==> src/rtl/ecstg_pkg.sv <==
// ============================================================================
// ecstg_pkg
// Shared types and constants for the external clock sync tick generator.
// ============================================================================
`default_nettype none

package ecstg_pkg;

    // Request codes
    localparam logic [2:0] REQ_UPDATE = 3'd0;
    localparam logic [2:0] REQ_CLOCK  = 3'd1;
    localparam logic [2:0] REQ_TEMPO  = 3'd2;
    localparam logic [2:0] REQ_START  = 3'd3;
    localparam logic [2:0] REQ_STOP   = 3'd4;

    // Register map (index = paddr[3:2])
    localparam int unsigned ADDR_W = 4;
    localparam logic [1:0] REG_EXT_SYNC = 2'd0;
    localparam logic [1:0] REG_STEP     = 2'd1;
    localparam logic [1:0] REG_TPC      = 2'd2;
    localparam logic [1:0] REG_TPB      = 2'd3;

    // Reset values
    localparam logic [23:0] STEP_RESET  = 24'd48000;
    localparam logic [7:0]  TPC_RESET   = 8'd2;
    localparam logic [9:0]  TPB_RESET   = 10'd48;
    localparam logic [31:0] TEMPO_RESET = 32'd500000;
    localparam logic [31:0] U32_MAX     = 32'hFFFF_FFFF;

    // Shared divider geometry
    localparam int unsigned DIV_W      = 64;
    localparam int unsigned DIV_ITER_W = 7;
    localparam logic [DIV_ITER_W-1:0] DIV_ITER_FULL  = 7'd64;
    localparam logic [DIV_ITER_W-1:0] DIV_ITER_SHORT = 7'd33;

    typedef struct packed {
        logic        ext_sync_enable;
        logic [23:0] step_per_update;
        logic [7:0]  ticks_per_clock;
        logic [9:0]  ticks_per_beat;
    } cfg_t;

    typedef struct packed {
        logic start;
        logic wide;     // 1: 64-bit dividend, 0: 33-bit dividend
    } div_ctl_t;

    typedef struct packed {
        logic busy;
        logic done;
    } div_stat_t;

endpackage

`default_nettype wire

==> src/rtl/ecstg_if.sv <==
// ============================================================================
// ecstg_if
// Valid/ready channels for request items and result items.
// ============================================================================
`default_nettype none

interface ecstg_req_if;
    logic        valid;
    logic        ready;
    logic [2:0]  req_type;
    logic        clock_level;
    logic [23:0] tempo_period;

    modport source (output valid, output req_type, output clock_level,
                    output tempo_period, input ready);
    modport sink   (input valid, input req_type, input clock_level,
                    input tempo_period, output ready);
endinterface

interface ecstg_res_if;
    logic       valid;
    logic       ready;
    logic [7:0] tick_count;
    logic       running;
    logic       holding;

    modport source (output valid, output tick_count, output running,
                    output holding, input ready);
    modport sink   (input valid, input tick_count, input running,
                    input holding, output ready);
endinterface

`default_nettype wire

==> src/rtl/ecstg_regs.sv <==
// ============================================================================
// ecstg_regs
// APB configuration registers for the tick generator.
// ============================================================================
`default_nettype none

module ecstg_regs (
    input  wire logic                         clk,
    input  wire logic                         rst_n,
    input  wire logic                         psel,
    input  wire logic                         penable,
    input  wire logic                         pwrite,
    input  wire logic [ecstg_pkg::ADDR_W-1:0] paddr,
    input  wire logic [31:0]                  pwdata,
    output logic      [31:0]                  prdata,
    output logic                              pready,
    output ecstg_pkg::cfg_t                   cfg
);

    ecstg_pkg::cfg_t cfg_reg;
    logic [1:0]      idx;
    logic            wr_en;

    assign idx    = paddr[3:2];
    assign wr_en  = psel && penable && pwrite;
    assign pready = 1'b1;
    assign cfg    = cfg_reg;

    always_ff @(posedge clk or negedge rst_n)
    begin
        if (!rst_n)
        begin
            cfg_reg.ext_sync_enable <= 1'b0;
            cfg_reg.step_per_update <= ecstg_pkg::STEP_RESET;
            cfg_reg.ticks_per_clock <= ecstg_pkg::TPC_RESET;
            cfg_reg.ticks_per_beat  <= ecstg_pkg::TPB_RESET;
        end
        else if (wr_en)
        begin
            unique case (idx)
                ecstg_pkg::REG_EXT_SYNC: cfg_reg.ext_sync_enable <= pwdata[0];
                ecstg_pkg::REG_STEP:     cfg_reg.step_per_update <= pwdata[23:0];
                ecstg_pkg::REG_TPC:      cfg_reg.ticks_per_clock <= pwdata[7:0];
                ecstg_pkg::REG_TPB:      cfg_reg.ticks_per_beat  <= pwdata[9:0];
                default:                 cfg_reg <= cfg_reg;
            endcase
        end
    end

    always_comb
    begin
        unique case (idx)
            ecstg_pkg::REG_EXT_SYNC: prdata = {31'b0, cfg_reg.ext_sync_enable};
            ecstg_pkg::REG_STEP:     prdata = {8'b0, cfg_reg.step_per_update};
            ecstg_pkg::REG_TPC:      prdata = {24'b0, cfg_reg.ticks_per_clock};
            ecstg_pkg::REG_TPB:      prdata = {22'b0, cfg_reg.ticks_per_beat};
            default:                 prdata = 32'b0;
        endcase
    end

endmodule

`default_nettype wire

==> src/rtl/ecstg_div.sv <==
// ============================================================================
// ecstg_div
// Shared restoring divider, one quotient bit per cycle.
// 33-bit dividend takes 33 steps, 64-bit dividend takes 64 steps.
// ============================================================================
`default_nettype none

module ecstg_div (
    input  wire logic                        clk,
    input  wire logic                        rst_n,
    input  wire ecstg_pkg::div_ctl_t         ctl,
    input  wire logic [ecstg_pkg::DIV_W-1:0] dividend,
    input  wire logic [31:0]                 divisor,
    output ecstg_pkg::div_stat_t             stat,
    output logic      [ecstg_pkg::DIV_W-1:0] quotient,
    output logic      [31:0]                 remainder
);

    localparam int unsigned SHORT_PAD = ecstg_pkg::DIV_W - 33;

    logic [ecstg_pkg::DIV_W-1:0]      dq_reg;
    logic [31:0]                      rem_reg;
    logic [31:0]                      dvs_reg;
    logic [ecstg_pkg::DIV_ITER_W-1:0] cnt_reg;
    logic                             done_reg;

    logic [32:0] shifted;
    logic [32:0] trial;
    logic        qbit;
    logic [31:0] rem_next;

    always_comb
    begin
        shifted  = {rem_reg, dq_reg[ecstg_pkg::DIV_W-1]};
        trial    = shifted - {1'b0, dvs_reg};
        qbit     = !trial[32];
        rem_next = qbit ? trial[31:0] : shifted[31:0];
    end

    always_ff @(posedge clk or negedge rst_n)
    begin
        if (!rst_n)
        begin
            dq_reg   <= '0;
            rem_reg  <= '0;
            dvs_reg  <= '0;
            cnt_reg  <= '0;
            done_reg <= 1'b0;
        end
        else
        begin
            done_reg <= 1'b0;
            if (ctl.start)
            begin
                rem_reg <= '0;
                dvs_reg <= divisor;
                if (ctl.wide)
                begin
                    dq_reg  <= dividend;
                    cnt_reg <= ecstg_pkg::DIV_ITER_FULL;
                end
                else
                begin
                    // left-align the 33-bit dividend
                    dq_reg  <= {dividend[32:0], {SHORT_PAD{1'b0}}};
                    cnt_reg <= ecstg_pkg::DIV_ITER_SHORT;
                end
            end
            else if (cnt_reg != '0)
            begin
                dq_reg   <= {dq_reg[ecstg_pkg::DIV_W-2:0], qbit};
                rem_reg  <= rem_next;
                cnt_reg  <= cnt_reg - ecstg_pkg::DIV_ITER_W'(1);
                done_reg <= (cnt_reg == ecstg_pkg::DIV_ITER_W'(1));
            end
        end
    end

    assign stat.busy = (cnt_reg != '0);
    assign stat.done = done_reg;
    assign quotient  = dq_reg;
    assign remainder = rem_reg;

endmodule

`default_nettype wire

==> src/rtl/external_clock_sync_tick_generator_unit.sv <==
// ============================================================================
// external_clock_sync_tick_generator_unit
// Tick generator with a fractional tempo accumulator and external clock sync.
//
// Usage:
//   req  : valid/ready request channel (timer update, clock level sample,
//          set tempo, start, stop). One result item per request item.
//   res  : valid/ready result channel (tick_count, running, holding).
//   APB  : four configuration registers at byte addresses 0, 4, 8, 12;
//          write only while the block is idle.
// Timing: one item at a time, ready only in idle.
//   timer update while running : 33 divider steps
//   clock edge that resyncs    : multiply, then 64 divider steps
//   all other items            : no divide
//   The divider is shared and yields one quotient bit per cycle.
// Reset: all state to reset values, tempo period 500000, stopped.
// Stall: the result register holds the item until res.ready; a next item
//   can be accepted meanwhile but its result waits in the sequencer.
// ============================================================================
`default_nettype none

module external_clock_sync_tick_generator_unit (
    input  wire logic                         clk,
    input  wire logic                         rst_n,
    ecstg_req_if.sink                         req,
    ecstg_res_if.source                       res,
    input  wire logic                         psel,
    input  wire logic                         penable,
    input  wire logic                         pwrite,
    input  wire logic [ecstg_pkg::ADDR_W-1:0] paddr,
    input  wire logic [31:0]                  pwdata,
    output logic      [31:0]                  prdata,
    output logic                              pready
);

    typedef enum logic [2:0] {
        S_IDLE,
        S_ADV_DIV,
        S_RS_MUL,
        S_RS_DIV,
        S_DONE
    } state_t;

    ecstg_pkg::cfg_t      cfg;
    ecstg_pkg::div_stat_t div_st;
    ecstg_pkg::div_ctl_t  div_ctl_reg;
    logic [ecstg_pkg::DIV_W-1:0] div_q;
    logic [31:0]                 div_r;

    state_t      state_reg;
    logic        last_level_reg;
    logic        run_reg;
    logic        arming_reg;
    logic        hold_reg;
    logic [31:0] frac_reg;
    logic [31:0] tick_total_reg;
    logic [31:0] at_edge_reg;
    logic [31:0] since_reg;
    logic [31:0] period_reg;
    logic [23:0] last_tempo_reg;

    logic [ecstg_pkg::DIV_W-1:0] div_a_reg;
    logic [31:0] div_b_reg;
    logic [31:0] el_reg;
    logic [31:0] diff_reg;
    logic        dn_reg;
    logic [7:0]  n_rs_reg;
    logic [7:0]  n_reg;

    logic       res_valid_reg;
    logic [7:0] res_tick_reg;
    logic       res_run_reg;
    logic       res_hold_reg;

    ecstg_regs u_regs (
        .clk     (clk),
        .rst_n   (rst_n),
        .psel    (psel),
        .penable (penable),
        .pwrite  (pwrite),
        .paddr   (paddr),
        .pwdata  (pwdata),
        .prdata  (prdata),
        .pready  (pready),
        .cfg     (cfg)
    );

    ecstg_div u_div (
        .clk       (clk),
        .rst_n     (rst_n),
        .ctl       (div_ctl_reg),
        .dividend  (div_a_reg),
        .divisor   (div_b_reg),
        .stat      (div_st),
        .quotient  (div_q),
        .remainder (div_r)
    );

    // ---------------- accept-cycle decode ----------------
    logic [7:0]  tpc_eff;
    logic [9:0]  tpb_eff;
    logic [31:0] per_eff;
    logic [32:0] acc_sum;
    logic [31:0] el_now;
    logic [7:0]  n_rs;
    logic [31:0] diff;
    logic        dn;
    logic        edge_hit;
    logic        accept;

    always_comb
    begin
        tpc_eff  = (cfg.ticks_per_clock == 8'd0) ? 8'd1 : cfg.ticks_per_clock;
        tpb_eff  = (cfg.ticks_per_beat == 10'd0) ? 10'd1 : cfg.ticks_per_beat;
        per_eff  = (period_reg == 32'd0) ? 32'd1 : period_reg;
        acc_sum  = {1'b0, frac_reg} + {9'b0, cfg.step_per_update};
        el_now   = tick_total_reg - at_edge_reg;
        n_rs     = (el_now < {24'b0, tpc_eff}) ? (tpc_eff - el_now[7:0]) : 8'd0;
        dn       = ({24'b0, tpc_eff} >= since_reg);
        diff     = dn ? ({24'b0, tpc_eff} - since_reg) : (since_reg - {24'b0, tpc_eff});
        edge_hit = req.clock_level && !last_level_reg && cfg.ext_sync_enable
                   && (run_reg || arming_reg);
        accept   = req.valid && (state_reg == S_IDLE);
    end

    // ---------------- advance finish ----------------
    logic [32:0] n33;
    logic [33:0] since_sum;
    logic [31:0] since_sat;
    logic [33:0] el_n;
    logic        over;
    logic [7:0]  clamp_n;
    logic [32:0] adv_n;
    logic [7:0]  adv_n_sat;

    always_comb
    begin
        n33       = div_q[32:0];
        since_sum = {2'b0, since_reg} + {1'b0, n33};
        since_sat = (since_sum[33:32] != 2'b0) ? ecstg_pkg::U32_MAX : since_sum[31:0];
        el_n      = {2'b0, el_reg} + {1'b0, n33};
        over      = (el_n >= {26'b0, tpc_eff});
        clamp_n   = (el_reg < {24'b0, tpc_eff}) ? (tpc_eff - 8'd1 - el_reg[7:0]) : 8'd0;
        adv_n     = (cfg.ext_sync_enable && over) ? {25'b0, clamp_n} : n33;
        adv_n_sat = (adv_n > 33'd255) ? 8'd255 : adv_n[7:0];
    end

    // ---------------- resync finish ----------------
    logic [ecstg_pkg::DIV_W-1:0] prod;
    logic [31:0] per_dn;
    logic [64:0] up_sum;
    logic [31:0] per_up;
    logic [31:0] per_new;
    logic [31:0] edge_total;

    always_comb
    begin
        prod       = diff_reg * period_reg;
        per_dn     = (div_q >= {32'b0, period_reg}) ? 32'd1 : (period_reg - div_q[31:0]);
        up_sum     = {33'b0, period_reg} + {1'b0, div_q};
        per_up     = (up_sum[64:32] != 33'b0) ? ecstg_pkg::U32_MAX : up_sum[31:0];
        per_new    = dn_reg ? per_dn : per_up;
        if (per_new == 32'd0)
        begin
            per_new = 32'd1;
        end
        edge_total = tick_total_reg + {24'b0, n_rs_reg};
    end

    // ---------------- sequencer ----------------
    always_ff @(posedge clk or negedge rst_n)
    begin
        if (!rst_n)
        begin
            state_reg      <= S_IDLE;
            last_level_reg <= 1'b0;
            run_reg        <= 1'b0;
            arming_reg     <= 1'b0;
            hold_reg       <= 1'b0;
            frac_reg       <= '0;
            tick_total_reg <= '0;
            at_edge_reg    <= '0;
            since_reg      <= '0;
            period_reg     <= ecstg_pkg::TEMPO_RESET;
            last_tempo_reg <= ecstg_pkg::TEMPO_RESET[23:0];
            div_ctl_reg    <= '0;
            div_a_reg      <= '0;
            div_b_reg      <= '0;
            el_reg         <= '0;
            diff_reg       <= '0;
            dn_reg         <= 1'b0;
            n_rs_reg       <= '0;
            n_reg          <= '0;
            res_valid_reg  <= 1'b0;
            res_tick_reg   <= '0;
            res_run_reg    <= 1'b0;
            res_hold_reg   <= 1'b0;
        end
        else
        begin
            div_ctl_reg.start <= 1'b0;
            if (res_valid_reg && res.ready)
            begin
                res_valid_reg <= 1'b0;
            end

            unique case (state_reg)
                S_IDLE:
                begin
                    if (accept)
                    begin
                        n_reg     <= 8'd0;
                        el_reg    <= el_now;
                        state_reg <= S_DONE;
                        unique case (req.req_type)
                            ecstg_pkg::REQ_UPDATE:
                            begin
                                if (run_reg)
                                begin
                                    div_a_reg        <= {31'b0, acc_sum};
                                    div_b_reg        <= per_eff;
                                    div_ctl_reg.start <= 1'b1;
                                    div_ctl_reg.wide  <= 1'b0;
                                    state_reg        <= S_ADV_DIV;
                                end
                            end
                            ecstg_pkg::REQ_CLOCK:
                            begin
                                last_level_reg <= req.clock_level;
                                if (edge_hit)
                                begin
                                    if (arming_reg)
                                    begin
                                        arming_reg <= 1'b0;
                                        run_reg    <= 1'b1;
                                    end
                                    else
                                    begin
                                        hold_reg  <= 1'b0;
                                        n_rs_reg  <= n_rs;
                                        diff_reg  <= diff;
                                        dn_reg    <= dn;
                                        state_reg <= S_RS_MUL;
                                    end
                                end
                            end
                            ecstg_pkg::REQ_TEMPO:
                            begin
                                if (req.tempo_period != last_tempo_reg)
                                begin
                                    last_tempo_reg <= req.tempo_period;
                                    period_reg <= (req.tempo_period == 24'd0) ? 32'd1
                                                  : {8'b0, req.tempo_period};
                                    if (cfg.ext_sync_enable)
                                    begin
                                        if (run_reg)
                                        begin
                                            run_reg    <= 1'b0;
                                            arming_reg <= 1'b1;
                                        end
                                        else if (arming_reg)
                                        begin
                                            run_reg    <= 1'b1;
                                            arming_reg <= 1'b0;
                                        end
                                        frac_reg       <= '0;
                                        tick_total_reg <= '0;
                                        at_edge_reg    <= '0;
                                        since_reg      <= '0;
                                        hold_reg       <= 1'b0;
                                    end
                                end
                            end
                            ecstg_pkg::REQ_START:
                            begin
                                frac_reg       <= '0;
                                tick_total_reg <= '0;
                                at_edge_reg    <= '0;
                                since_reg      <= '0;
                                hold_reg       <= 1'b0;
                                run_reg        <= !cfg.ext_sync_enable;
                                arming_reg     <= cfg.ext_sync_enable;
                            end
                            ecstg_pkg::REQ_STOP:
                            begin
                                run_reg    <= 1'b0;
                                arming_reg <= 1'b0;
                                hold_reg   <= 1'b0;
                            end
                            default:
                            begin
                                n_reg <= 8'd0;
                            end
                        endcase
                    end
                end

                S_ADV_DIV:
                begin
                    if (div_st.done)
                    begin
                        frac_reg <= div_r;
                        if (hold_reg)
                        begin
                            since_reg <= since_sat;
                        end
                        else
                        begin
                            if (cfg.ext_sync_enable)
                            begin
                                since_reg <= since_sat;
                                if (over)
                                begin
                                    hold_reg <= 1'b1;
                                end
                            end
                            tick_total_reg <= tick_total_reg + adv_n[31:0];
                            n_reg          <= adv_n_sat;
                        end
                        state_reg <= S_DONE;
                    end
                end

                S_RS_MUL:
                begin
                    // per correction numerator, registered before the divide
                    div_a_reg         <= prod;
                    div_b_reg         <= {22'b0, tpb_eff};
                    div_ctl_reg.start <= 1'b1;
                    div_ctl_reg.wide  <= 1'b1;
                    state_reg         <= S_RS_DIV;
                end

                S_RS_DIV:
                begin
                    if (div_st.done)
                    begin
                        frac_reg       <= '0;
                        at_edge_reg    <= edge_total;
                        tick_total_reg <= edge_total;
                        since_reg      <= '0;
                        period_reg     <= per_new;
                        n_reg          <= n_rs_reg;
                        state_reg      <= S_DONE;
                    end
                end

                S_DONE:
                begin
                    if (!res_valid_reg || res.ready)
                    begin
                        res_valid_reg <= 1'b1;
                        res_tick_reg  <= n_reg;
                        res_run_reg   <= run_reg;
                        res_hold_reg  <= hold_reg;
                        state_reg     <= S_IDLE;
                    end
                end

                default:
                begin
                    state_reg <= S_IDLE;
                end
            endcase
        end
    end

    assign req.ready      = (state_reg == S_IDLE);
    assign res.valid      = res_valid_reg;
    assign res.tick_count = res_tick_reg;
    assign res.running    = res_run_reg;
    assign res.holding    = res_hold_reg;

    // ---------------- assertions ----------------
    a_hold_needs_run: assert property (@(posedge clk) disable iff (!rst_n)
        hold_reg |-> run_reg)
        else $error("hold set while timeline not running");

    a_run_arm_excl: assert property (@(posedge clk) disable iff (!rst_n)
        !(run_reg && arming_reg))
        else $error("run and arming both set");

    a_period_nonzero: assert property (@(posedge clk) disable iff (!rst_n)
        period_reg != 32'd0)
        else $error("beat period reached zero");

    a_div_in_div_state: assert property (@(posedge clk) disable iff (!rst_n)
        (div_st.busy || div_st.done) |-> (state_reg == S_ADV_DIV || state_reg == S_RS_DIV))
        else $error("divider active outside a divide state");

    a_done_loads_result: assert property (@(posedge clk) disable iff (!rst_n)
        (state_reg == S_DONE && (!res_valid_reg || res.ready)) |=> res_valid_reg)
        else $error("finished item not moved to result register");

endmodule

`default_nettype wire
==> src/flat_wrapper.sv <==
// flat-port wrapper written by rule: the top's interface ports become plain ports
module external_clock_sync_tick_generator_unit_flat 
  (clk, rst_n, psel, penable, pwrite, paddr, pwdata, prdata, pready, req_valid, req_req_type, req_clock_level, req_tempo_period, req_ready, res_valid, res_tick_count, res_running, res_holding, res_ready);
  ecstg_req_if req_i ();
  ecstg_res_if res_i ();
  input  wire logic clk;
  input  wire logic rst_n;
  input  wire logic psel;
  input  wire logic penable;
  input  wire logic pwrite;
  input  wire logic [ecstg_pkg::ADDR_W-1:0] paddr;
  input  wire logic [31:0] pwdata;
  output logic      [31:0] prdata;
  output logic pready;
  input wire logic [$bits(req_i.valid)-1:0] req_valid;
  input wire logic [$bits(req_i.req_type)-1:0] req_req_type;
  input wire logic [$bits(req_i.clock_level)-1:0] req_clock_level;
  input wire logic [$bits(req_i.tempo_period)-1:0] req_tempo_period;
  output wire logic [$bits(req_i.ready)-1:0] req_ready;
  output wire logic [$bits(res_i.valid)-1:0] res_valid;
  output wire logic [$bits(res_i.tick_count)-1:0] res_tick_count;
  output wire logic [$bits(res_i.running)-1:0] res_running;
  output wire logic [$bits(res_i.holding)-1:0] res_holding;
  input wire logic [$bits(res_i.ready)-1:0] res_ready;
  assign req_i.valid = req_valid;
  assign req_i.req_type = req_req_type;
  assign req_i.clock_level = req_clock_level;
  assign req_i.tempo_period = req_tempo_period;
  assign req_ready = req_i.ready;
  assign res_valid = res_i.valid;
  assign res_tick_count = res_i.tick_count;
  assign res_running = res_i.running;
  assign res_holding = res_i.holding;
  assign res_i.ready = res_ready;
  external_clock_sync_tick_generator_unit u_core (.clk(clk), .rst_n(rst_n), .req(req_i), .res(res_i), .psel(psel), .penable(penable), .pwrite(pwrite), .paddr(paddr), .pwdata(pwdata), .prdata(prdata), .pready(pready));
endmodule
==> config.mk <==
export PLATFORM = sky130hd
export DESIGN_NAME = external_clock_sync_tick_generator_unit_flat
export DESIGN_NICKNAME = d
export VERILOG_FILES = /design/src/rtl/ecstg_pkg.sv /design/src/rtl/ecstg_if.sv /design/src/rtl/ecstg_regs.sv /design/src/rtl/ecstg_div.sv /design/src/rtl/external_clock_sync_tick_generator_unit.sv /design/src/flat_wrapper.sv
export SDC_FILE = /design/constraint.sdc
export NUM_CORES = 2
export LEC_CHECK = 0
export BUFFER_PORTS_ARGS = -buffer_cell sky130_fd_sc_hd__buf_4
export CELL_PAD_IN_SITES_DETAIL_PLACEMENT = 0
export CELL_PAD_IN_SITES_GLOBAL_PLACEMENT = 1
export CORE_UTILIZATION = 55
export DETAILED_ROUTE_END_ITERATION = 10
export PLACE_DENSITY_LB_ADDON = 0.1
export SKIP_LAST_GASP = 1
export SLEW_MARGIN = 20
export SYNTH_ARGS = -nofsm -noshare
export SYNTH_HDL_FRONTEND = slang
export SYNTH_SLANG_ARGS = --single-unit
==> constraint.sdc <==
create_clock -name clk -period 15.9 [get_ports clk]
set_input_delay 3.18 -clock clk [delete_from_list [all_inputs] [get_ports clk]]
set_output_delay 3.18 -clock clk [all_outputs]
set_load 0.01 [all_outputs]
==> flow_summary_export.csv <==
group,metric,value,unit
run_status,outcome,"finished, final reports clean",
clock_network,clock_tree.root_cell,"sky130_fd_sc_hd__clkbuf_16",
pwr,clock_power_share,11.3,%
timing,timing_max_transition_violations_final,0,
critical_path,end_kind,"flop",
cells_and_area,layout.cells.most_common,"sky130_fd_sc_hd__inv_1",
timing,final.hold.worst_slack,0.477,ns
logic_synthesis,mean_cell_area_of_the_mapped_netlist,8.64,µm²
logic_synthesis,post_synth_instance_area,75000,µm²
hold_path,timing.hold.worst.class,"flop to flop",
floorplanning,die_height,371,µm
critical_path,crit_buf_inv,5,
pwr,power.combinational.fraction,68.3,%
logic_synthesis,async_flop_share,100,%
route,detail_route.wirelength,240000,µm
logic_synthesis,synth.ff_latch_count,560,
timing,fin_skew,0.0310,ns
timing,finalCritPeriodShare,64.4,%
floorplanning,rows,135,
timing,fmax,97.7,MHz
logic_synthesis,synth_seq_area_share,18.7,%
clock_network,ctsHoldBuffers,0,
floorplanning,io_pins,116,
timing,max_slew.worst_pin.slew,1.05,ns
cells_and_area,area.growth.synth_to_final,6.01,%
timing,final.min_clock_period,10.24,ns
grt,grt-ovfl-total,0,
floorplanning,design.core.area,135000,µm²
route,detail_route.drc_violations,0,
place,post-dp-hpwl,187000,µm
route,ant_nets,0,
pwr,total_power,13.8,mW
critical_path,cp.required,16.39,ns
cells_and_area,fin_nets,10100,
place,placedInstanceArea,77300,µm²
critical_path,critical_path.startpoint_type,"flop",
cells_and_area,final_core_util,58.7,%
timing,relSlewSlack,30.1,%
route,vias,61800,
clock_network,clk_pin_slew,0.07,ns
pwr,share_seq_of_total_power,20.4,%
pwr,power_switching_share,54.1,%
place,gp_congestion,0.991,
logic_synthesis,netlist_instances,8684,
critical_path,timing.critical_path.slowest_cell_delay,0.95,ns
logic_synthesis,number_of_synthesized_flops_with_an_enable_pin,0,
grt,groute.usage.overall,35.4,%
logic_synthesis,yosysWarnings,0,
clock_network,numClockSinks,560,
clock_network,cts_max_level,3,
grt,first_global_vias,61700,
grt,grt_first_pass_wirelength,373000,µm
critical_path,critical-path-top-delay-family,"adder cells",
route,length_of_the_first_detailed_routing_pass_in_iterations,6,
pwr,irDropWorstVdd,0.164,mV
clock_network,clock_tree_from_tritoncts,"yes",
pwr,power.switching,7.50,mW
clock_network,cts_repair_resize_count,0,
route,wire_per_inst,23.2,µm
clock_network,ctsLongestPathBuffers,3,
grt,maximum_number_of_pins_on_one_net_before_global_route_repair,135,
logic_synthesis,netlist-cell-type-count,97,
cells_and_area,layout.filler_cells,12300,
cells_and_area,post_route_cell_area,79500,µm²
route,dr.first_iter.drc_count,5119,
timing,hold_viol_final,0,
clock_network,tritoncts.num_buffers,66,
pwr,total_power_per_unit_cell_area,174,nW/µm²
clock_network,postCtsSetupBuffers,0,
place,port_buffers,96,
timing,timing.final.setup_violations,0,
floorplanning,start_util,55.4,%
logic_synthesis,ys.flop_type,"sky130_fd_sc_hd__dfrtp_1",
critical_path,critical_path.most_common_cell,"sky130_fd_sc_hd__fa_1",
cells_and_area,final_layout_size_suffix_gt1_share,6.38,%
floorplanning,floorplan.die_area,138000,µm²
grt,grt_antenna_before_repair,14,
route,post_drt_via_cell_ratio,5.97,
timing,rsz0062_at_grt,"false",
clock_network,clkLatencyLatePin,0.67,ns
pwr,power.leakage,38.8,nW
timing,timing.setup.tns,0,ns
critical_path,slowest_stage,"sky130_fd_sc_hd__dfrtp_1",
critical_path,crit_path_arrival_time,10.73,ns
critical_path,setup.worst_path.class,"flop to flop",
pwr,internal-power,6.35,mW
floorplanning,die_w,371,µm
cells_and_area,most-common-layout-cells,"sky130_fd_sc_hd__inv_1, sky130_fd_sc_hd__nand2_1, sky130_fd_sc_hd__fa_1, sky130_fd_sc_hd__ha_1, sky130_fd_sc_hd__and2_1",
critical_path,worstPathMaxFanout,34,
run,max_cap_violations,0,
[worst reg2reg max path, delay by kind of cell, from the launching register on]
kind / cells / cell delay (ns)
xor gates and xnor gates: 1 / 0.15
DFF: 1 / 0.95
AOI/OAI and AO/OA: 12 / 3.51
adders and majority gates: 9 / 4.24
and+or+nand+nor: 2 / 0.44
buffers and inverters: 5 / 0.78
[synthesized netlist by cell type (84+ instances only)]
cell	count	area, µm²
sky130_fd_sc_hd__mux2_2	84	946
sky130_fd_sc_hd__nand3_1	111	556
sky130_fd_sc_hd__fa_1	909	18200
sky130_fd_sc_hd__inv_1	1229	4610
sky130_fd_sc_hd__xor2_1	126	1100
sky130_fd_sc_hd__a211oi_1	100	751
sky130_fd_sc_hd__o21ai_0	490	2450
sky130_fd_sc_hd__clkbuf_1	452	1700
sky130_fd_sc_hd__nand2_1	1125	4220
sky130_fd_sc_hd__a21o_1	131	983
sky130_fd_sc_hd__xnor2_1	232	2030
sky130_fd_sc_hd__nor2_1	380	1430
sky130_fd_sc_hd__and2_1	536	3350
sky130_fd_sc_hd__nor3_1	92	460
sky130_fd_sc_hd__mux2i_1	107	1070
sky130_fd_sc_hd__ha_1	606	7580
sky130_fd_sc_hd__dfrtp_1	536	13400
sky130_fd_sc_hd__a21oi_1	388	1940
[through the flow]
step | std cells | worst slack [ns]
after CTS | 10300 | 5.84
final | 10400 | 5.66
after global routing | 10300 | 5.11
after floorplan | 8691 | 7.61
after detailed placement | 10200 | 5.89
after global placement | 10200 | 5.92
[area by class of cell]
cell class	count	area [µm²]	share of cell area [%]
clock inverters	26	315	0.396
inverters	1233	4630	5.82
diodes	16	40.0	0.0503
flip-flops and latches	560	14100	17.7
well taps	1781	2230	2.80
repair buffers	241	1830	2.30
multi-input cells	6408	54600	68.6
clock buffers	91	1860	2.33
[routing by layer]
metal / global-route usage, % / vias up / routed length (µm)
met1: 50.0 / 31200 / 105000
met2: 55.1 / 2177 / 108000
li1: - / 28000 / -
met4: 11.7 / 10 / 8710
met3: 5.82 / 412 / 18400
met5: 0 / - / 66
[final timing paths]
| check | from | endpoint | slack [ns] | cells past startpoint |
|---|---|---|---|---|
| min | u_core.diff_reg[14]$_DFFE_PN0P_ | u_core.diff_reg[14]$_DFFE_PN0P_ | 0.48 | 2 |
| max in group asynchronous | rst_n | u_core.period_reg[24]$_DFFE_PN0P_ | 10.55 | 4 |
| min in group asynchronous | rst_n | u_core.frac_reg[12]$_DFFE_PN0P_ | 2.48 | 1 |
| max | u_core.period_reg[12]$_DFFE_PN0P_ | u_core.div_a_reg[62]$_DFFE_PN0P_ | 5.66 | 29 |
| min reg2reg | u_core.diff_reg[14]$_DFFE_PN0P_ | u_core.diff_reg[14]$_DFFE_PN0P_ | 0.48 | 2 |
| max reg2reg | u_core.period_reg[12]$_DFFE_PN0P_ | u_core.div_a_reg[62]$_DFFE_PN0P_ | 5.66 | 29 |
[power by group through the flow]
| stage | Clock [mW] | Sequential [mW] | Combinational [mW] |
|---|---|---|---|
| 2_1_floorplan | 0 | 2.35 | 6.60 |
| 3_3_place_gp | 0 | 2.78 | 9.14 |
| 3_5_place_dp | 0 | 2.80 | 9.23 |
| 4_1_cts | 1.59 | 2.78 | 9.30 |
| 5_1_grt | 1.64 | 2.85 | 10.4 |
| 6_report | 1.57 | 2.82 | 9.46 |
[cells by family (layout without fill, tap and decap cells)]
kind of cell	count (synthesis)	count (layout)	synth area share, %
and+or+nand+nor	2654	2654	17.0
adders and majority gates	1515	1515	34.4
xor gates and xnor gates	358	358	4.18
DFF	560	560	18.7
buffers and inverters	1723	1591	8.73
muxes	192	192	2.72
other	2	25	0.0100
AOI/OAI and AO/OA	1680	1680	14.3
Note: power is estimated with default switching activity, not from simulation.
